## config.mk

```make
export PLATFORM = sky130hd
export DESIGN_NAME = pulse_beat_rate_detector
export DESIGN_NICKNAME = d
export VERILOG_FILES = /design/src/rtl/pbr_pkg.sv /design/src/rtl/pbr_ram.sv /design/src/rtl/pbr_div.sv /design/src/rtl/pulse_beat_rate_detector.sv
export SDC_FILE = /design/constraint.sdc
export NUM_CORES = 1
export LEC_CHECK = 0
export BUFFER_PORTS_ARGS = -buffer_cell sky130_fd_sc_hd__buf_2
export CAP_MARGIN = 40
export CELL_PAD_IN_SITES_DETAIL_PLACEMENT = 1
export CELL_PAD_IN_SITES_GLOBAL_PLACEMENT = 2
export CORE_ASPECT_RATIO = 1.5
export CORE_MARGIN = 4
export CORE_UTILIZATION = 39
export CTS_CLUSTER_DIAMETER = 150
export DETAILED_ROUTE_END_ITERATION = 8
export PLACE_DENSITY = 0.73
export SLEW_MARGIN = 30
export SYNTH_ARGS = -nofsm -noshare
export SYNTH_HDL_FRONTEND = slang
export SYNTH_SLANG_ARGS = --single-unit
```

## constraint.sdc

```tcl
create_clock -name aclk -period 6.45 [get_ports aclk]
set_input_delay 0.9675 -clock aclk [delete_from_list [all_inputs] [get_ports aclk]]
set_output_delay 0.9675 -clock aclk [all_outputs]
set_load 0.005 [all_outputs]
```

## src/rtl/pbr_pkg.sv

```systemverilog
// ----------------------------------------------------------------------------
// pbr_pkg: shared types and constants of the pulse beat rate detector
// Field widths, register indexes, reset values and the sequencer states.
// ----------------------------------------------------------------------------
`default_nettype none

package pbr_pkg;

    localparam int SAMPLE_W = 18;
    localparam int TIME_W   = 32;
    localparam int RATE_W   = 16;
    localparam int OFS_W    = 12;
    localparam int IVL_W    = 16;
    localparam int CFG_W    = 18;
    localparam int CFG_IDX_W = 3;

    // stream payload widths, rounded up to whole bytes
    localparam int S_TDATA_W = 72;
    localparam int M_TDATA_W = 24;

    localparam logic [SAMPLE_W-1:0] FULL_SCALE = 18'h3FFFF;
    localparam logic [RATE_W-1:0]   MS_PER_MIN = 16'd60000;

    // register indexes
    localparam logic [CFG_IDX_W-1:0] REG_FINGER_THR = 3'd0;
    localparam logic [CFG_IDX_W-1:0] REG_PEAK_OFS   = 3'd1;
    localparam logic [CFG_IDX_W-1:0] REG_MIN_RISE   = 3'd2;
    localparam logic [CFG_IDX_W-1:0] REG_MIN_IVL    = 3'd3;
    localparam logic [CFG_IDX_W-1:0] REG_MAX_IVL    = 3'd4;

    // register reset values
    localparam logic [SAMPLE_W-1:0] RST_FINGER_THR = 18'd30000;
    localparam logic [OFS_W-1:0]    RST_PEAK_OFS   = 12'd40;
    localparam logic [OFS_W-1:0]    RST_MIN_RISE   = 12'd18;
    localparam logic [IVL_W-1:0]    RST_MIN_IVL    = 16'd300;
    localparam logic [IVL_W-1:0]    RST_MAX_IVL    = 16'd3000;

    typedef enum logic [2:0] {
        ST_IDLE,
        ST_AVG_GO,
        ST_AVG_WAIT,
        ST_CHECK,
        ST_RATE_WAIT,
        ST_TOT_GO,
        ST_TOT_WAIT,
        ST_OUT
    } state_t;

    function automatic logic is_rail(input logic [SAMPLE_W-1:0] v);
        return (v == '0) || (v == FULL_SCALE);
    endfunction

endpackage

`default_nettype wire

```

## src/rtl/pbr_ram.sv

```systemverilog
// ----------------------------------------------------------------------------
// pbr_ram: generic simple dual-port RAM
// One write port, one read port with registered read data.
// ----------------------------------------------------------------------------
`default_nettype none

module pbr_ram #(
    parameter int WIDTH = 18,
    parameter int DEPTH = 20
) (
    input  wire logic                                   aclk,
    input  wire logic                                   we,
    input  wire logic [(DEPTH > 1 ? $clog2(DEPTH) : 1)-1:0] waddr,
    input  wire logic [WIDTH-1:0]                       wdata,
    input  wire logic                                   re,
    input  wire logic [(DEPTH > 1 ? $clog2(DEPTH) : 1)-1:0] raddr,
    output logic      [WIDTH-1:0]                       rdata
);

    logic [WIDTH-1:0] mem [DEPTH];

    always_ff @(posedge aclk) begin
        if (we) begin
            mem[waddr] <= wdata;
        end
        if (re) begin
            rdata <= mem[raddr];
        end
    end

endmodule

`default_nettype wire

```

## src/rtl/pbr_div.sv

```systemverilog
// ----------------------------------------------------------------------------
// pbr_div: shared restoring divider
// One quotient bit per cycle; done pulses for one cycle with the quotient.
// ----------------------------------------------------------------------------
`default_nettype none

module pbr_div #(
    parameter int NUM_W = 23,
    parameter int DEN_W = 16
) (
    input  wire logic             aclk,
    input  wire logic             aresetn,
    input  wire logic             start,
    input  wire logic [NUM_W-1:0] dividend,
    input  wire logic [DEN_W-1:0] divisor,
    output logic                  done,
    output logic      [NUM_W-1:0] quotient
);

    localparam int CNT_W = $clog2(NUM_W + 1);

    logic [NUM_W-1:0] num_reg, num_next;
    logic [DEN_W-1:0] den_reg, den_next;
    logic [DEN_W-1:0] rem_reg, rem_next;
    logic [CNT_W-1:0] cnt_reg, cnt_next;
    logic             busy_reg, busy_next;
    logic             done_reg, done_next;

    logic [DEN_W:0]   rem_shift;
    logic [DEN_W:0]   rem_diff;
    logic             qbit;

    assign rem_shift = {rem_reg, num_reg[NUM_W-1]};
    assign rem_diff  = rem_shift - {1'b0, den_reg};
    assign qbit      = rem_shift >= {1'b0, den_reg};

    always_comb begin
        num_next  = num_reg;
        den_next  = den_reg;
        rem_next  = rem_reg;
        cnt_next  = cnt_reg;
        busy_next = busy_reg;
        done_next = 1'b0;
        if (start) begin
            num_next  = dividend;
            den_next  = divisor;
            rem_next  = '0;
            cnt_next  = CNT_W'(NUM_W);
            busy_next = 1'b1;
        end else if (busy_reg) begin
            rem_next = qbit ? rem_diff[DEN_W-1:0] : rem_shift[DEN_W-1:0];
            num_next = {num_reg[NUM_W-2:0], qbit};
            cnt_next = cnt_reg - 1'b1;
            if (cnt_reg == CNT_W'(1)) begin
                busy_next = 1'b0;
                done_next = 1'b1;
            end
        end
    end

    always_ff @(posedge aclk) begin
        if (!aresetn) begin
            busy_reg <= 1'b0;
            done_reg <= 1'b0;
            cnt_reg  <= '0;
        end else begin
            busy_reg <= busy_next;
            done_reg <= done_next;
            cnt_reg  <= cnt_next;
        end
        num_reg <= num_next;
        den_reg <= den_next;
        rem_reg <= rem_next;
    end

    assign done     = done_reg;
    assign quotient = num_reg;

endmodule

`default_nettype wire

```

## src/rtl/pulse_beat_rate_detector.sv

```systemverilog
// ----------------------------------------------------------------------------
// pulse_beat_rate_detector: optical pulse beat and heart rate detector
//
// Input stream (s_*): one transfer carries a red/infrared sample pair and a
// millisecond timestamp. Output stream (m_*): exactly one transfer per input
// transfer, carrying the beat flag, the smoothed heart rate in bpm and the
// rate-valid flag. Registers are loaded through cfg_wr_en/cfg_index/cfg_data.
//
// The block takes one sample at a time. A single restoring divider
// of DIV_W bits (one quotient bit per cycle) is shared by the window average,
// the 60000/interval conversion and the bpm average. A rail sample goes
// straight to the output; any other sample runs the divider for the window
// average, and a beat with an accepted interval runs it twice more, for the
// rate and the bpm average. s_tready is high only while the sequencer is idle.
//
// The result sits in an output register, so a new sample is accepted while
// it waits; if the receiver stalls, the next result holds in the sequencer
// until the output register is free. Reset clears the sample window (via a
// fill flag), the bpm history, the rate and all flags, and restores the
// register defaults.
// ----------------------------------------------------------------------------
`default_nettype none

module pulse_beat_rate_detector
    import pbr_pkg::*;
#(
    parameter int AVG_WINDOW = 20,
    parameter int BPM_TAPS   = 4
) (
    input  wire logic                 aclk,
    input  wire logic                 aresetn,
    // red_sample[17:0], ir_sample[35:18], time_ms[67:36], zero pad[71:68]
    input  wire logic [S_TDATA_W-1:0] s_tdata,
    input  wire logic                 s_tvalid,
    output logic                      s_tready,
    // beat[0], heart_rate[16:1], rate_valid[17], zero pad[23:18]
    output logic      [M_TDATA_W-1:0] m_tdata,
    output logic                      m_tvalid,
    input  wire logic                 m_tready,
    input  wire logic                 cfg_wr_en,
    input  wire logic [CFG_IDX_W-1:0] cfg_index,
    input  wire logic [CFG_W-1:0]     cfg_data
);

    localparam int HIST_AW = (AVG_WINDOW > 1) ? $clog2(AVG_WINDOW) : 1;
    localparam int SLOT_W  = (BPM_TAPS > 1) ? $clog2(BPM_TAPS) : 1;
    localparam int SUM_W   = SAMPLE_W + $clog2(AVG_WINDOW);
    localparam int TOT_W   = RATE_W + $clog2(BPM_TAPS);
    localparam int DIV_W   = (SUM_W > TOT_W) ? SUM_W : TOT_W;
    localparam int DEN_W   = 16;
    localparam logic [SUM_W-1:0] SUM_MAX = SUM_W'(AVG_WINDOW * int'(FULL_SCALE));

    // configuration registers
    logic [SAMPLE_W-1:0] finger_thr_reg;
    logic [OFS_W-1:0]    peak_ofs_reg;
    logic [OFS_W-1:0]    min_rise_reg;
    logic [IVL_W-1:0]    min_ivl_reg;
    logic [IVL_W-1:0]    max_ivl_reg;

    state_t state_reg, state_next;

    logic [SAMPLE_W-1:0] smp_reg, smp_next;
    logic [TIME_W-1:0]   now_reg, now_next;
    logic [HIST_AW-1:0]  hist_wr_reg, hist_wr_next;
    logic                hist_full_reg, hist_full_next;
    logic [SUM_W-1:0]    sum_reg, sum_next;
    logic [SAMPLE_W-1:0] avg_reg, avg_next;
    logic [SAMPLE_W-1:0] last_chk_reg, last_chk_next;
    logic                above_peak_reg, above_peak_next;
    logic [TIME_W-1:0]   last_beat_reg, last_beat_next;
    logic [RATE_W-1:0]   bpm_hist_reg [BPM_TAPS];
    logic [SLOT_W-1:0]   slot_reg, slot_next;
    logic [TOT_W-1:0]    tot_reg, tot_next;
    logic [RATE_W-1:0]   rate_reg, rate_next;
    logic                valid_flag_reg, valid_flag_next;
    logic                beat_reg, beat_next;
    logic                m_tvalid_reg, m_tvalid_next;
    logic [M_TDATA_W-1:0] m_tdata_reg, m_tdata_next;
    logic                bpm_we;

    // input fields
    logic [SAMPLE_W-1:0] in_red, in_ir, in_sel;
    logic [TIME_W-1:0]   in_time;
    logic                s_accept;

    // sample window RAM
    logic                ram_we, ram_re;
    logic [SAMPLE_W-1:0] ram_rdata;
    logic [SAMPLE_W-1:0] old_smp;

    // beat checks
    logic [SAMPLE_W:0]   peak_thr;
    logic [SAMPLE_W-1:0] rise;
    logic                qualify;
    logic                finger_ok;
    logic [TIME_W-1:0]   delta;
    logic                ivl_ok;
    logic                rate_go;
    logic [RATE_W-1:0]   old_bpm;

    // shared divider
    logic                div_start;
    logic [DIV_W-1:0]    div_num;
    logic [DEN_W-1:0]    div_den;
    logic                div_done;
    logic [DIV_W-1:0]    div_quot;

    assign in_red   = s_tdata[17:0];
    assign in_ir    = s_tdata[35:18];
    assign in_time  = s_tdata[67:36];
    assign in_sel   = (is_rail(in_ir) && !is_rail(in_red)) ? in_red : in_ir;

    assign s_tready = (state_reg == ST_IDLE);
    assign s_accept = s_tvalid && s_tready;

    assign ram_re   = s_accept;
    assign ram_we   = (state_reg == ST_CHECK);
    // entries not yet written since reset read as zero
    assign old_smp  = hist_full_reg ? ram_rdata : '0;

    assign peak_thr  = {1'b0, avg_reg} + (SAMPLE_W+1)'(peak_ofs_reg);
    assign rise      = (smp_reg > last_chk_reg) ? (smp_reg - last_chk_reg) : '0;
    assign qualify   = ({1'b0, smp_reg} > peak_thr) && (rise > SAMPLE_W'(min_rise_reg));
    assign finger_ok = (smp_reg >= finger_thr_reg);
    assign delta     = now_reg - last_beat_reg;
    assign ivl_ok    = (delta > TIME_W'(min_ivl_reg)) && (delta < TIME_W'(max_ivl_reg));
    assign rate_go   = finger_ok && qualify && !above_peak_reg &&
                       (last_beat_reg != '0) && ivl_ok;
    assign old_bpm   = bpm_hist_reg[slot_reg];
    assign bpm_we    = (state_reg == ST_RATE_WAIT) && div_done;

    pbr_ram #(
        .WIDTH (SAMPLE_W),
        .DEPTH (AVG_WINDOW)
    ) u_hist_ram (
        .aclk  (aclk),
        .we    (ram_we),
        .waddr (hist_wr_reg),
        .wdata (smp_reg),
        .re    (ram_re),
        .raddr (hist_wr_reg),
        .rdata (ram_rdata)
    );

    // divider operand select
    always_comb begin
        div_start = 1'b0;
        div_num   = DIV_W'(sum_reg);
        div_den   = DEN_W'(AVG_WINDOW);
        case (state_reg)
            ST_AVG_GO: begin
                div_start = 1'b1;
            end
            ST_CHECK: begin
                div_start = rate_go;
                div_num   = DIV_W'(MS_PER_MIN);
                div_den   = delta[DEN_W-1:0];
            end
            ST_TOT_GO: begin
                div_start = 1'b1;
                div_num   = DIV_W'(tot_reg);
                div_den   = DEN_W'(BPM_TAPS);
            end
            default: begin
                div_start = 1'b0;
            end
        endcase
    end

    pbr_div #(
        .NUM_W (DIV_W),
        .DEN_W (DEN_W)
    ) u_div (
        .aclk     (aclk),
        .aresetn  (aresetn),
        .start    (div_start),
        .dividend (div_num),
        .divisor  (div_den),
        .done     (div_done),
        .quotient (div_quot)
    );

    // sequencer
    always_comb begin
        state_next      = state_reg;
        smp_next        = smp_reg;
        now_next        = now_reg;
        hist_wr_next    = hist_wr_reg;
        hist_full_next  = hist_full_reg;
        sum_next        = sum_reg;
        avg_next        = avg_reg;
        last_chk_next   = last_chk_reg;
        above_peak_next = above_peak_reg;
        last_beat_next  = last_beat_reg;
        slot_next       = slot_reg;
        tot_next        = tot_reg;
        rate_next       = rate_reg;
        valid_flag_next = valid_flag_reg;
        beat_next       = beat_reg;
        m_tvalid_next   = m_tvalid_reg;
        m_tdata_next    = m_tdata_reg;

        if (m_tvalid_reg && m_tready) begin
            m_tvalid_next = 1'b0;
        end

        case (state_reg)
            ST_IDLE: begin
                if (s_accept) begin
                    smp_next  = in_sel;
                    now_next  = in_time;
                    beat_next = 1'b0;
                    if (is_rail(in_sel)) begin
                        valid_flag_next = 1'b0;
                        state_next      = ST_OUT;
                    end else begin
                        state_next = ST_AVG_GO;
                    end
                end
            end
            ST_AVG_GO: begin
                state_next = ST_AVG_WAIT;
            end
            ST_AVG_WAIT: begin
                if (div_done) begin
                    avg_next   = div_quot[SAMPLE_W-1:0];
                    state_next = ST_CHECK;
                end
            end
            ST_CHECK: begin
                // push the sample into the window and keep the running sum
                sum_next = sum_reg - SUM_W'(old_smp) + SUM_W'(smp_reg);
                if (hist_wr_reg == HIST_AW'(AVG_WINDOW - 1)) begin
                    hist_wr_next   = '0;
                    hist_full_next = 1'b1;
                end else begin
                    hist_wr_next = hist_wr_reg + 1'b1;
                end
                state_next = ST_OUT;
                if (!finger_ok) begin
                    valid_flag_next = 1'b0;
                end else begin
                    last_chk_next = smp_reg;
                    if (qualify) begin
                        above_peak_next = 1'b1;
                        if (!above_peak_reg) begin
                            beat_next      = 1'b1;
                            last_beat_next = now_reg;
                            if (rate_go) begin
                                state_next = ST_RATE_WAIT;
                            end
                        end
                    end else begin
                        above_peak_next = 1'b0;
                    end
                end
            end
            ST_RATE_WAIT: begin
                if (div_done) begin
                    tot_next = tot_reg - TOT_W'(old_bpm) + TOT_W'(div_quot[RATE_W-1:0]);
                    if (slot_reg == SLOT_W'(BPM_TAPS - 1)) begin
                        slot_next = '0;
                    end else begin
                        slot_next = slot_reg + 1'b1;
                    end
                    state_next = ST_TOT_GO;
                end
            end
            ST_TOT_GO: begin
                state_next = ST_TOT_WAIT;
            end
            ST_TOT_WAIT: begin
                if (div_done) begin
                    rate_next       = div_quot[RATE_W-1:0];
                    valid_flag_next = 1'b1;
                    state_next      = ST_OUT;
                end
            end
            ST_OUT: begin
                // hold until the output register is free
                if (!m_tvalid_reg || m_tready) begin
                    m_tvalid_next = 1'b1;
                    m_tdata_next  = {6'b0, valid_flag_reg, rate_reg, beat_reg};
                    state_next    = ST_IDLE;
                end
            end
            default: begin
                state_next = ST_IDLE;
            end
        endcase
    end

    always_ff @(posedge aclk) begin
        if (!aresetn) begin
            state_reg      <= ST_IDLE;
            hist_wr_reg    <= '0;
            hist_full_reg  <= 1'b0;
            sum_reg        <= '0;
            last_chk_reg   <= '0;
            above_peak_reg <= 1'b0;
            last_beat_reg  <= '0;
            slot_reg       <= '0;
            tot_reg        <= '0;
            rate_reg       <= '0;
            valid_flag_reg <= 1'b0;
            beat_reg       <= 1'b0;
            m_tvalid_reg   <= 1'b0;
        end else begin
            state_reg      <= state_next;
            hist_wr_reg    <= hist_wr_next;
            hist_full_reg  <= hist_full_next;
            sum_reg        <= sum_next;
            last_chk_reg   <= last_chk_next;
            above_peak_reg <= above_peak_next;
            last_beat_reg  <= last_beat_next;
            slot_reg       <= slot_next;
            tot_reg        <= tot_next;
            rate_reg       <= rate_next;
            valid_flag_reg <= valid_flag_next;
            beat_reg       <= beat_next;
            m_tvalid_reg   <= m_tvalid_next;
        end
        smp_reg     <= smp_next;
        now_reg     <= now_next;
        avg_reg     <= avg_next;
        m_tdata_reg <= m_tdata_next;
    end

    // bpm history
    always_ff @(posedge aclk) begin
        if (!aresetn) begin
            for (int i = 0; i < BPM_TAPS; i++) begin
                bpm_hist_reg[i] <= '0;
            end
        end else if (bpm_we) begin
            bpm_hist_reg[slot_reg] <= div_quot[RATE_W-1:0];
        end
    end

    // configuration registers
    always_ff @(posedge aclk) begin
        if (!aresetn) begin
            finger_thr_reg <= RST_FINGER_THR;
            peak_ofs_reg   <= RST_PEAK_OFS;
            min_rise_reg   <= RST_MIN_RISE;
            min_ivl_reg    <= RST_MIN_IVL;
            max_ivl_reg    <= RST_MAX_IVL;
        end else if (cfg_wr_en) begin
            case (cfg_index)
                REG_FINGER_THR: finger_thr_reg <= cfg_data[SAMPLE_W-1:0];
                REG_PEAK_OFS:   peak_ofs_reg   <= cfg_data[OFS_W-1:0];
                REG_MIN_RISE:   min_rise_reg   <= cfg_data[OFS_W-1:0];
                REG_MIN_IVL:    min_ivl_reg    <= cfg_data[IVL_W-1:0];
                REG_MAX_IVL:    max_ivl_reg    <= cfg_data[IVL_W-1:0];
                default: begin
                end
            endcase
        end
    end

    assign m_tvalid = m_tvalid_reg;
    assign m_tdata  = m_tdata_reg;

    a_one_at_a_time: assert property (@(posedge aclk) disable iff (!aresetn)
        s_accept |=> !s_tready)
        else $error("sample accepted while another is in progress");

    a_fill_sticky: assert property (@(posedge aclk) disable iff (!aresetn)
        hist_full_reg |=> hist_full_reg)
        else $error("window fill flag dropped");

    a_wr_range: assert property (@(posedge aclk) disable iff (!aresetn)
        hist_wr_reg <= HIST_AW'(AVG_WINDOW - 1))
        else $error("window write pointer out of range");

    a_sum_bound: assert property (@(posedge aclk) disable iff (!aresetn)
        sum_reg <= SUM_MAX)
        else $error("running window sum exceeds its bound");

    a_valid_source: assert property (@(posedge aclk) disable iff (!aresetn)
        $rose(valid_flag_reg) |-> ($past(state_reg) == ST_TOT_WAIT))
        else $error("rate valid set outside the rate update");

endmodule

`default_nettype wire

```

* After elaboration in Yosys (flattened, before gate mapping)
Memories as Yosys holds them, arrays and structs flattened. A register that Yosys moved wholly into a read port is not among the register bits.
Index checks and enable logic that the tools add are counted.
** Operators by class
- $add $sub $neg :: 11
- Order comparisons :: 7
- Eq/ne operators :: 27
- Multiplexer cells :: 53
- Bitwise logic cells :: 3
- Reductions and logical operators :: 46
** Operators by type and width (count)
- 18-bit == test (second input constant) :: 3
- 18-bit logical NOT :: 3
- 18-bit 2-to-1 mux :: 3
- 23-bit 2-to-1 mux :: 2
- 23-bit case mux with 2 select lines :: 1
- 32-bit by 16-bit greater-than comparator with 1-bit output :: 1
- 32-bit by 16-bit < comparator with 1-bit output :: 1
- 16-bit 2-to-1 mux :: 2
- 16-bit case mux with 2 select lines :: 1
- 32-bit nonzero test :: 1
- 32-bit subtractor :: 1
- 3-bit case mux with 8 select lines :: 1
- 2-bit AND reduction :: 12
- 23-bit by 18-bit adder with 23-bit output :: 1
- 1-bit 2-to-1 mux :: 23
- 23-bit by 18-bit subtractor with 23-bit output :: 1
- 18-bit by 12-bit adder with 19-bit output :: 1
- 18-bit by 19-bit greater-than comparator with 1-bit output :: 1
- 18-bit by 16-bit adder with 18-bit output :: 1
- 18-bit greater-or-equal comparator :: 1
- 18-bit by 12-bit greater-than comparator with 1-bit output :: 1
- 18-bit greater-than comparator :: 1
- 3-bit 2-to-1 mux :: 6
- 18-bit by 16-bit subtractor with 18-bit output :: 1
- other kinds (30) :: 77
** Word-level totals
- Bits in registers :: 344
- RAM bits :: 424
- Input bits :: 98
- Output and inout port bits :: 26
- Word-level logic and storage cells :: 178
- Memories :: 2
** Memory list
- u_hist_ram.mem :: words 20, bits a word 18, rd ports 1, clocked after memory_dff 1, wr ports 1, line pbr_ram.sv:20 : logic [WIDTH-1:0] mem [DEPTH];
- bpm_hist_reg :: words 4, bits a word 16, rd ports 1, clocked after memory_dff 1, wr ports 4, line pulse_beat_rate_detector.sv:71 : logic [RATE_W-1:0] bpm_hist_reg [BPM_TAPS];

* Longest topological paths before layout
Gate-level depths: netlist (run 1).
- Depth after elaboration :: 13
- Mapped depth :: 25
- Mapped depth without buffers :: 23

* Modules after synthesis
Synthesis (run 1) repeated with hierarchy kept, for this count alone.
** Second synthesis, totals
- Cells, all modules :: 3434
- Area total of the unflattened synthesis :: 39346.5 sq um
** By module, submodules not included
- pulse_beat_rate_detector :: instances 1, cells an instance 2381, area an instance 21570.7 sq um, seq. area each 8468.1 sq um
- pbr_ram :: instances 1, cells an instance 761, area an instance 14538.9 sq um, seq. area each 11350.9 sq um
- pbr_div :: instances 1, cells an instance 292, area an instance 3236.9 sq um, seq. area each 1631.6 sq um

* Worst setup path before layout (run 1)
OpenSTA, ideal clock, no wires.
- Path kind :: register -> register
- From :: register smp_reg[0]
- To :: register u_div.num_reg[0] (netlist: u_div.quotient[0]), enable pin
- Library setup time :: 0.418 ns
- Arrival time :: 5.625 ns
- Required time :: 6.032 ns
- Path slack :: 0.406 ns
- Stages on the path, launching flop included :: 23
- Buffers on the path :: 1
- Period minus slack after synthesis :: 6.044 ns
- Path through :: edfxtp_1 -> inv_1 -> ha_1 -> inv_1 -> fa_1 -> a211oi_2 -> o21ai_1 -> a311o_1 -> o311a_1 -> nor2_1 -> nor2_1 -> ha_1 -> a211oi_1 -> o21ai_0 -> a211oi_1 -> o221ai_1 -> a221oi_1 -> o211ai_1 -> o31ai_2 -> nor4_4 -> a31oi_4 -> buf_2 -> nand2_1
** On the way
- Word-level cells in the longest chain between the ends :: 10
- Elaborated cells on any way between the ends :: 13
- Those cells by class :: add/sub (1); order compare (4); mux (2); reduce/logical (6)
** RTL lines
- from (decl) :: line pulse_beat_rate_detector.sv:62 : logic [SAMPLE_W-1:0] smp_reg, smp_next;
- from (signal assigned) :: line pulse_beat_rate_detector.sv:323 : smp_reg <= smp_next;
- 18-bit subtractor / 18-bit greater-than comparator (equally long branches) :: line pulse_beat_rate_detector.sv:122 : assign rise = (smp_reg > last_chk_reg) ? (smp_reg - last_chk_reg) : '0;
- 18-bit 2-to-1 mux :: line pulse_beat_rate_detector.sv:122
- 18-bit by 12-bit greater-than comparator with 1-bit output :: line pulse_beat_rate_detector.sv:123 : assign qualify = ({1'b0, smp_reg} > peak_thr) && (rise > SAMPLE_W'(min_rise_reg));
- 1-bit logical AND :: line pulse_beat_rate_detector.sv:123
- 1-bit logical AND (*) (3 in a row) :: line pulse_beat_rate_detector.sv:127 : assign rate_go = finger_ok && qualify && !above_peak_reg &&
- 1-bit logical AND (*) :: line pulse_beat_rate_detector.sv:128 : (last_beat_reg != '0) && ivl_ok;
- 1-bit case mux with 2 select lines (*) :: line pulse_beat_rate_detector.sv:150 : case (state_reg)
- 2-bit nonzero test (no source line) (*)
- to (signal assigned) :: line pbr_div.sv:71 : num_reg <= num_next;
- to (decl) :: line pbr_div.sv:22 : logic [NUM_W-1:0] num_reg, num_next;
Every way passes the cells marked *; elsewhere a longest branch is shown, timed or not.
A chain may end at the register's enable or synchronous reset.

* Worst setup path in the final report (run 1)
- From :: register smp_reg[0]
- To :: register u_div.num_reg[12] (netlist: u_div.quotient[12]), enable pin
The elaborated chain is that of the path after synthesis.

==> results of run 1 <==
[Yosys cell counts, drive strengths merged, types with 38 or more instances]
library cell  count  share of area [%]
o21ai           117                1.5
nor3             59               0.75
a21oi           269                3.4
ha              204                6.5
nor4             45               0.75
fa               38                1.9
nand3            52               0.66
clkbuf          128                1.2
a21o             50               0.95
mux4            109                6.2
and2             95                1.5
edfxtp          567                 43
nand2           377                3.6
nor2            127                1.2
dfxtp           221                 11
inv             312                3.0
mux2             39                1.1
xnor2            53                1.2
[final cells by class]
cell class                      instances  area (µm²)
Tap cell                             1296        1620
Clock inverter                         50         554
Multi-Input combinational cell       2124       16200
Timing Repair Buffer                  195        1270
Sequential cell                       788       21500
Inverter                              313        1180
Antenna cell                            1        2.50
Clock buffer                          100        2130
Fill cell                           10553       55600
[per-layer routing]
metal	GRT usage, %	wire length [µm]
met3	2.85	4390
met1	25.5	45600
met5	0	0
met4	7.21	3800
met2	40.5	61900
[worst max-delay path by stage]
stage / endpoint / cells past startpoint
after CTS: u_div.quotient[12] / 24
after detailed placement: u_div.quotient[12] / 24
final: u_div.quotient[12] / 25
after floorplan: u_div.quotient[0] / 22
after global routing: u_div.quotient[12] / 25
after global placement: u_div.quotient[11] / 24
[timing repair]
item | 4_1_cts | 5_1_grt
setup endpoints to repair | 0 | 37
setup buffers | 0 | 2
gates resized for setup | 0 | 1
[power breakdown]
part	leakage, nW	internal [W]	switching, W	total (W)
registers	7.03	0.00608	0.000462	0.00654
clock network	1.28	0.00270	0.00208	0.00478
logic	7.63	0.00210	0.00338	0.00549
total	15.9	0.0109	0.00593	0.0168
[logic make-up after synthesis]
| group | synth area share, % |
|---|---|
| AND/OR/NAND/NOR | 11.2 |
| flip-flops | 54.5 |
| multiplexers | 8.16 |
| adder cells (fa/ha/maj) | 8.42 |
| buffers and inverters | 4.58 |
| AO/OA/AOI/OAI | 11.3 |
| other | 0.00953 |
| XOR/XNOR | 1.89 |
[stage by stage]
| step | hold slack [ns] | total power, W | instances |
|---|---|---|---|
| after floorplan | 0.403 | 0.0102 | 3380 |
| after global placement | 0.418 | 0.0119 | 4705 |
| after detailed placement | 0.421 | 0.0121 | 4708 |
| after CTS | 0.404 | 0.0170 | 4858 |
| after global routing | 0.422 | 0.0178 | 4866 |
| final | 0.431 | 0.0168 | 4867 |
[worst max-delay path: cells and delay by family (launching register included)]
| kind | cells | cell delay (ns) |
|---|---|---|
| simple gates | 4 | 0.35 |
| compound gates | 12 | 3.18 |
| fa+ha+maj | 3 | 0.92 |
| flops | 1 | 0.39 |
| buf+inv | 6 | 0.98 |
==> metrics.txt, run 1 <==
Max VDD drop=approximately 270 µV; wire length per cell=between 20 and 25 µm; hold crit path type=flip-flop to flip-flop; Vias=approximately 27k; global-route wire length before repair=around 180,000 µm; total power per unit cell area=between 300 and 400 mW/mm²; clk buf depth=3; Post-Route Utilization=between 40% and 50%; Min-Delay Startpoint=rate_reg[1]; register area share after synthesis=a little over half; die area=0.106 mm²; Worst R2R Path Depth=25; top_reg_cell synth=edfxtp_1; yosys warns=0; required time of the critical path=around 6.9 ns; Mapped Area=0.0394 mm²; CP max FO=23; leading cell types in the layout, fill and taps excluded=567 x edfxtp_1, 376 x nand2_1, 309 x inv_1; final WL=roughly 120,000 µm; design area=0.0444 mm²; global route overflow=0; Post-Place Setup Slack=around 0.38 ns; routability cong.=0.851; CP Capture Type=flip-flop; hpwl dp=~80,000 µm; DRC=0; post-route clock period utilization=around 95%; Total GRT Usage=a little over a fifth; library cells used by synthesis=slightly above 80; H-tree levels=3; vias per cell=between 5 and 6; post-synthesis register bit count=788; reg2reg end=u_div.quotient[12]; Final Skew=about 0.023 ns; Setup violations, final=0; status=completed; clock sink count=slightly below 800; Num CTS Buffers=81; Worst EP arrival=6.52 ns; fin nets=3,843; CTS tree=yes; Worst Hold End=m_tdata[2]; share of cells above drive strength 1=between 10 and 15%; Reg2Reg Setup Slack=0.34 ns; Initial Utilization=between 30% and 40%; core footprint=roughly 0.10 mm²; Post-synth EDFFs=roughly 570; Critical R2R Launch=smp_reg[0]; most used cell, CP=buf_4; Setup CP Type=flip-flop to flip-flop; setup TNS=0 ns; Clk pin slew, worst setup/hold paths=0.06 ns; Antenna Violating Nets Remaining=0; Post-CTS Hold Buffers=0; max cap viols=0; number of cell rows=between 100 and 150; DRT Pass-1 Iters=5; worst-margin pin slew=roughly 0.82 ns; number of global-route vias before repair=slightly below 30k; CTS root buffer=clkbuf_16; WHS Path Cells=0; FFs w/ async S/R, synth=0%; die span in x=approximately 270 µm; largest net degree at the start of global routing=68; syn avg cell area=between 10 and 15 µm²; setup ws final=~0.34 ns; Max-slew headroom=~45%; crit-path max cell delay=approximately 0.43 ns; Hold Vio Cnt, Final=0; Lkg Pwr=about 16 nW; commonest non-fill, non-tap cell in the layout=edfxtp_1; Slew Limit Fails=0; port buffer count=about 110; initial antenna violation count=1; post-synthesis cell count=around 3.4k; 1st-iter DRT viols=1,508; fin crit period=roughly 6 ns; max reg flops=between 300 and 400; crit path from=smp_reg[0]; die height=between 300 and 400 µm; FMAX=around 0.16 GHz; I/O pin count=about 120; area growth from synthesis to layout=12.9%; DP Area=approximately 0.042 mm²; worst skew pair latency=between 0.6 and 0.7 ns; nature of the critical path startpoint=flip-flop; slowest CP cell=fa_1
(Power assumes the default switching activity.)
==> run 2: changes to the inputs <==
--- a/config.mk
+++ b/config.mk
@@ -11,10 +11,10 @@
 export CELL_PAD_IN_SITES_GLOBAL_PLACEMENT = 2
 export CORE_ASPECT_RATIO = 1.5
 export CORE_MARGIN = 4
-export CORE_UTILIZATION = 39
+export CORE_UTILIZATION = 40
 export CTS_CLUSTER_DIAMETER = 150
 export DETAILED_ROUTE_END_ITERATION = 8
-export PLACE_DENSITY = 0.73
+export PLACE_DENSITY_LB_ADDON = 0.1
 export SLEW_MARGIN = 30
 export SYNTH_ARGS = -nofsm -noshare
 export SYNTH_HDL_FRONTEND = slang
==> constraint.sdc (replaced) <==
create_clock -name aclk -period 7.3 [get_ports aclk]
set_input_delay 1.095 -clock aclk [delete_from_list [all_inputs] [get_ports aclk]]
set_output_delay 1.095 -clock aclk [all_outputs]
set_load 0.005 [all_outputs]
==> metrics.txt, run 2 (same netlist as run 1, synthesis figures left out) <==
post-route clock period utilization=roughly nine tenths; core footprint=just under 0.1 mm²; CP Capture Type=flip-flop; Post-CTS Hold Buffers=0; Setup CP Type=flip-flop to flip-flop; DRC=0; Num CTS Buffers=80; Worst R2R Path Depth=22; setup bufs post-CTS=0; max reg flops=360; H-tree levels=3; FMAX=0.149 GHz; status=completed; DP Area=0.0416 mm²; crit-path leading delay family=compound AO/OA/AOI/OAI gates; number of diodes=0; Crit path depth=22; I/O pin count=about 120; Hold Vio Cnt, Final=0; largest net degree at the start of global routing=92; Total GRT Usage=22.4%; wire length per cell=about 24 µm; initial antenna violation count=0; WHS Path Cells=0; fin crit period=around 6.7 ns; die height=a little under 400 µm; global route overflow=0; met2 WL=~63,000 µm; share of cells above drive strength 1=between 10% and 20%; Slew Limit Fails=0; routability cong.=about 0.85; worst-margin pin slew=0.850 ns; area growth from synthesis to layout=12.6%; port buffer count=113; design area=approximately 0.044 mm²; number of global-route vias before repair=28.8k; number of cell rows=140; Lkg Pwr=between 15 and 20 nW; vias per cell=5.54; required time of the critical path=around 7.6 ns; CTS tree=yes; total power per unit cell area=around 330 mW/mm²; Worst EP arrival=7.04 ns; hpwl dp=about 83,000 µm; Setup violations, final=0; hold crit path type=flip-flop to flip-flop; setup TNS=0 ns; max cap viols=0; Vias=around 27k; Initial Utilization=between 40% and 50%; most used cell, CP=a211oi_1; Final Skew=approximately 0.039 ns; global-route wire length before repair=~180,000 µm; DRT Pass-1 Iters=7; clk buf depth=3; worst skew pair latency=0.68 ns; Max VDD drop=226 µV; RSZ-0062 raised after global routing=no; CP max FO=29; max layer used=met4; crit-path max cell delay=around 0.72 ns; clock sink count=788; Max-slew headroom=between 40% and 50%; met1 wire length=48,600 µm; leading cell types in the layout, fill and taps excluded=567 x edfxtp_1, 376 x nand2_1, 309 x inv_1; 1st-iter DRT viols=around 1.5k; worst path bufs/invs=4; die area=between 0.1 and 0.15 mm²; fin nets=between 3k and 4k; met3 WL=slightly below 3000 µm; final WL=roughly 120,000 µm; Clk pin slew, worst setup/hold paths=0.07 ns; die span in x=~260 µm; CTS root buffer=clkbuf_16; slowest CP cell=a2111oi_0; Antenna Violating Nets Remaining=0; nature of the critical path startpoint=flip-flop; post-CTS sizing=0; crit-path cells=inv_1 -> ha_1 -> inv_1 -> fa_1 -> a211oi_2 -> o21ai_1 -> a311o_1 -> o311a_1 -> nor2_2 -> a211oi_1 -> ha_1 -> nand4_1 -> a211oi_1 -> a211oi_1 -> nor2_1 -> nor3_1 -> a2111oi_0 -> o31ai_4 -> nor4_4 -> a31oi_4 -> inv_4 -> buf_4; commonest non-fill, non-tap cell in the layout=edfxtp_1
-- run 2: cell count changes in the layout (fill, tap and decap cells not counted), sizes merged --
cell	before	now
clkbuf	102	96
clkinvlp	7	6
diode	1	0
inv	318	314
dlymetal6s2s	0	1
clkinv	30	39
buf	193	186
-- run 2: where the power goes --
part,switching (W),total [W],internal [W]
Combinational,0.00303,0.00487,0.00183
Sequential,0.000400,0.00577,0.00537
Clock,0.00186,0.00421,0.00235
Total,0.00530,0.0148,0.00955
-- run 2: area by class of cell --
| type | instances | area (µm²) |
|---|---|---|
| multi-input combinational | 2124 | 16200 |
| tap | 1278 | 1600 |
| clock inverter | 54 | 598 |
| timing repair buffer | 188 | 1180 |
| fill | 10278 | 53100 |
| inverter | 313 | 1180 |
| sequential | 788 | 21500 |
| clock buffer | 95 | 2070 |
-- run 2: metrics by stage --
stage          utilization (%)  power (W)  setup slack (ns)  cells  hold WS [ns]
2_1_floorplan                -    0.00904              1.26   3380         0.403
3_3_place_gp              42.6     0.0106             0.603   4681         0.416
3_5_place_dp              42.7     0.0108             0.292   4689         0.419
4_1_cts                   45.5     0.0150             0.262   4838         0.434
5_1_grt                   45.5     0.0157             0.185   4840         0.447
6_report                  45.5     0.0148             0.597   4840         0.434
-- run 2: final timing paths --
kind	endpoint	slack [ns]	start
worst max-delay path	u_div.den_reg[10]	0.60	smp_reg[0]
worst min-delay path	m_tdata[8]	0.43	rate_reg[7]
worst max register to register	u_div.den_reg[10]	0.60	smp_reg[0]
worst min register to register	m_tdata[8]	0.43	rate_reg[7]
-- run 2: metal layers --
metal | GRT usage [%] | up-vias
met5 | 0 | -
met4 | 6.28 | 0
met3 | 2.01 | 137
met2 | 42.4 | 376
met1 | 27.1 | 13762
li1 | - | 12533
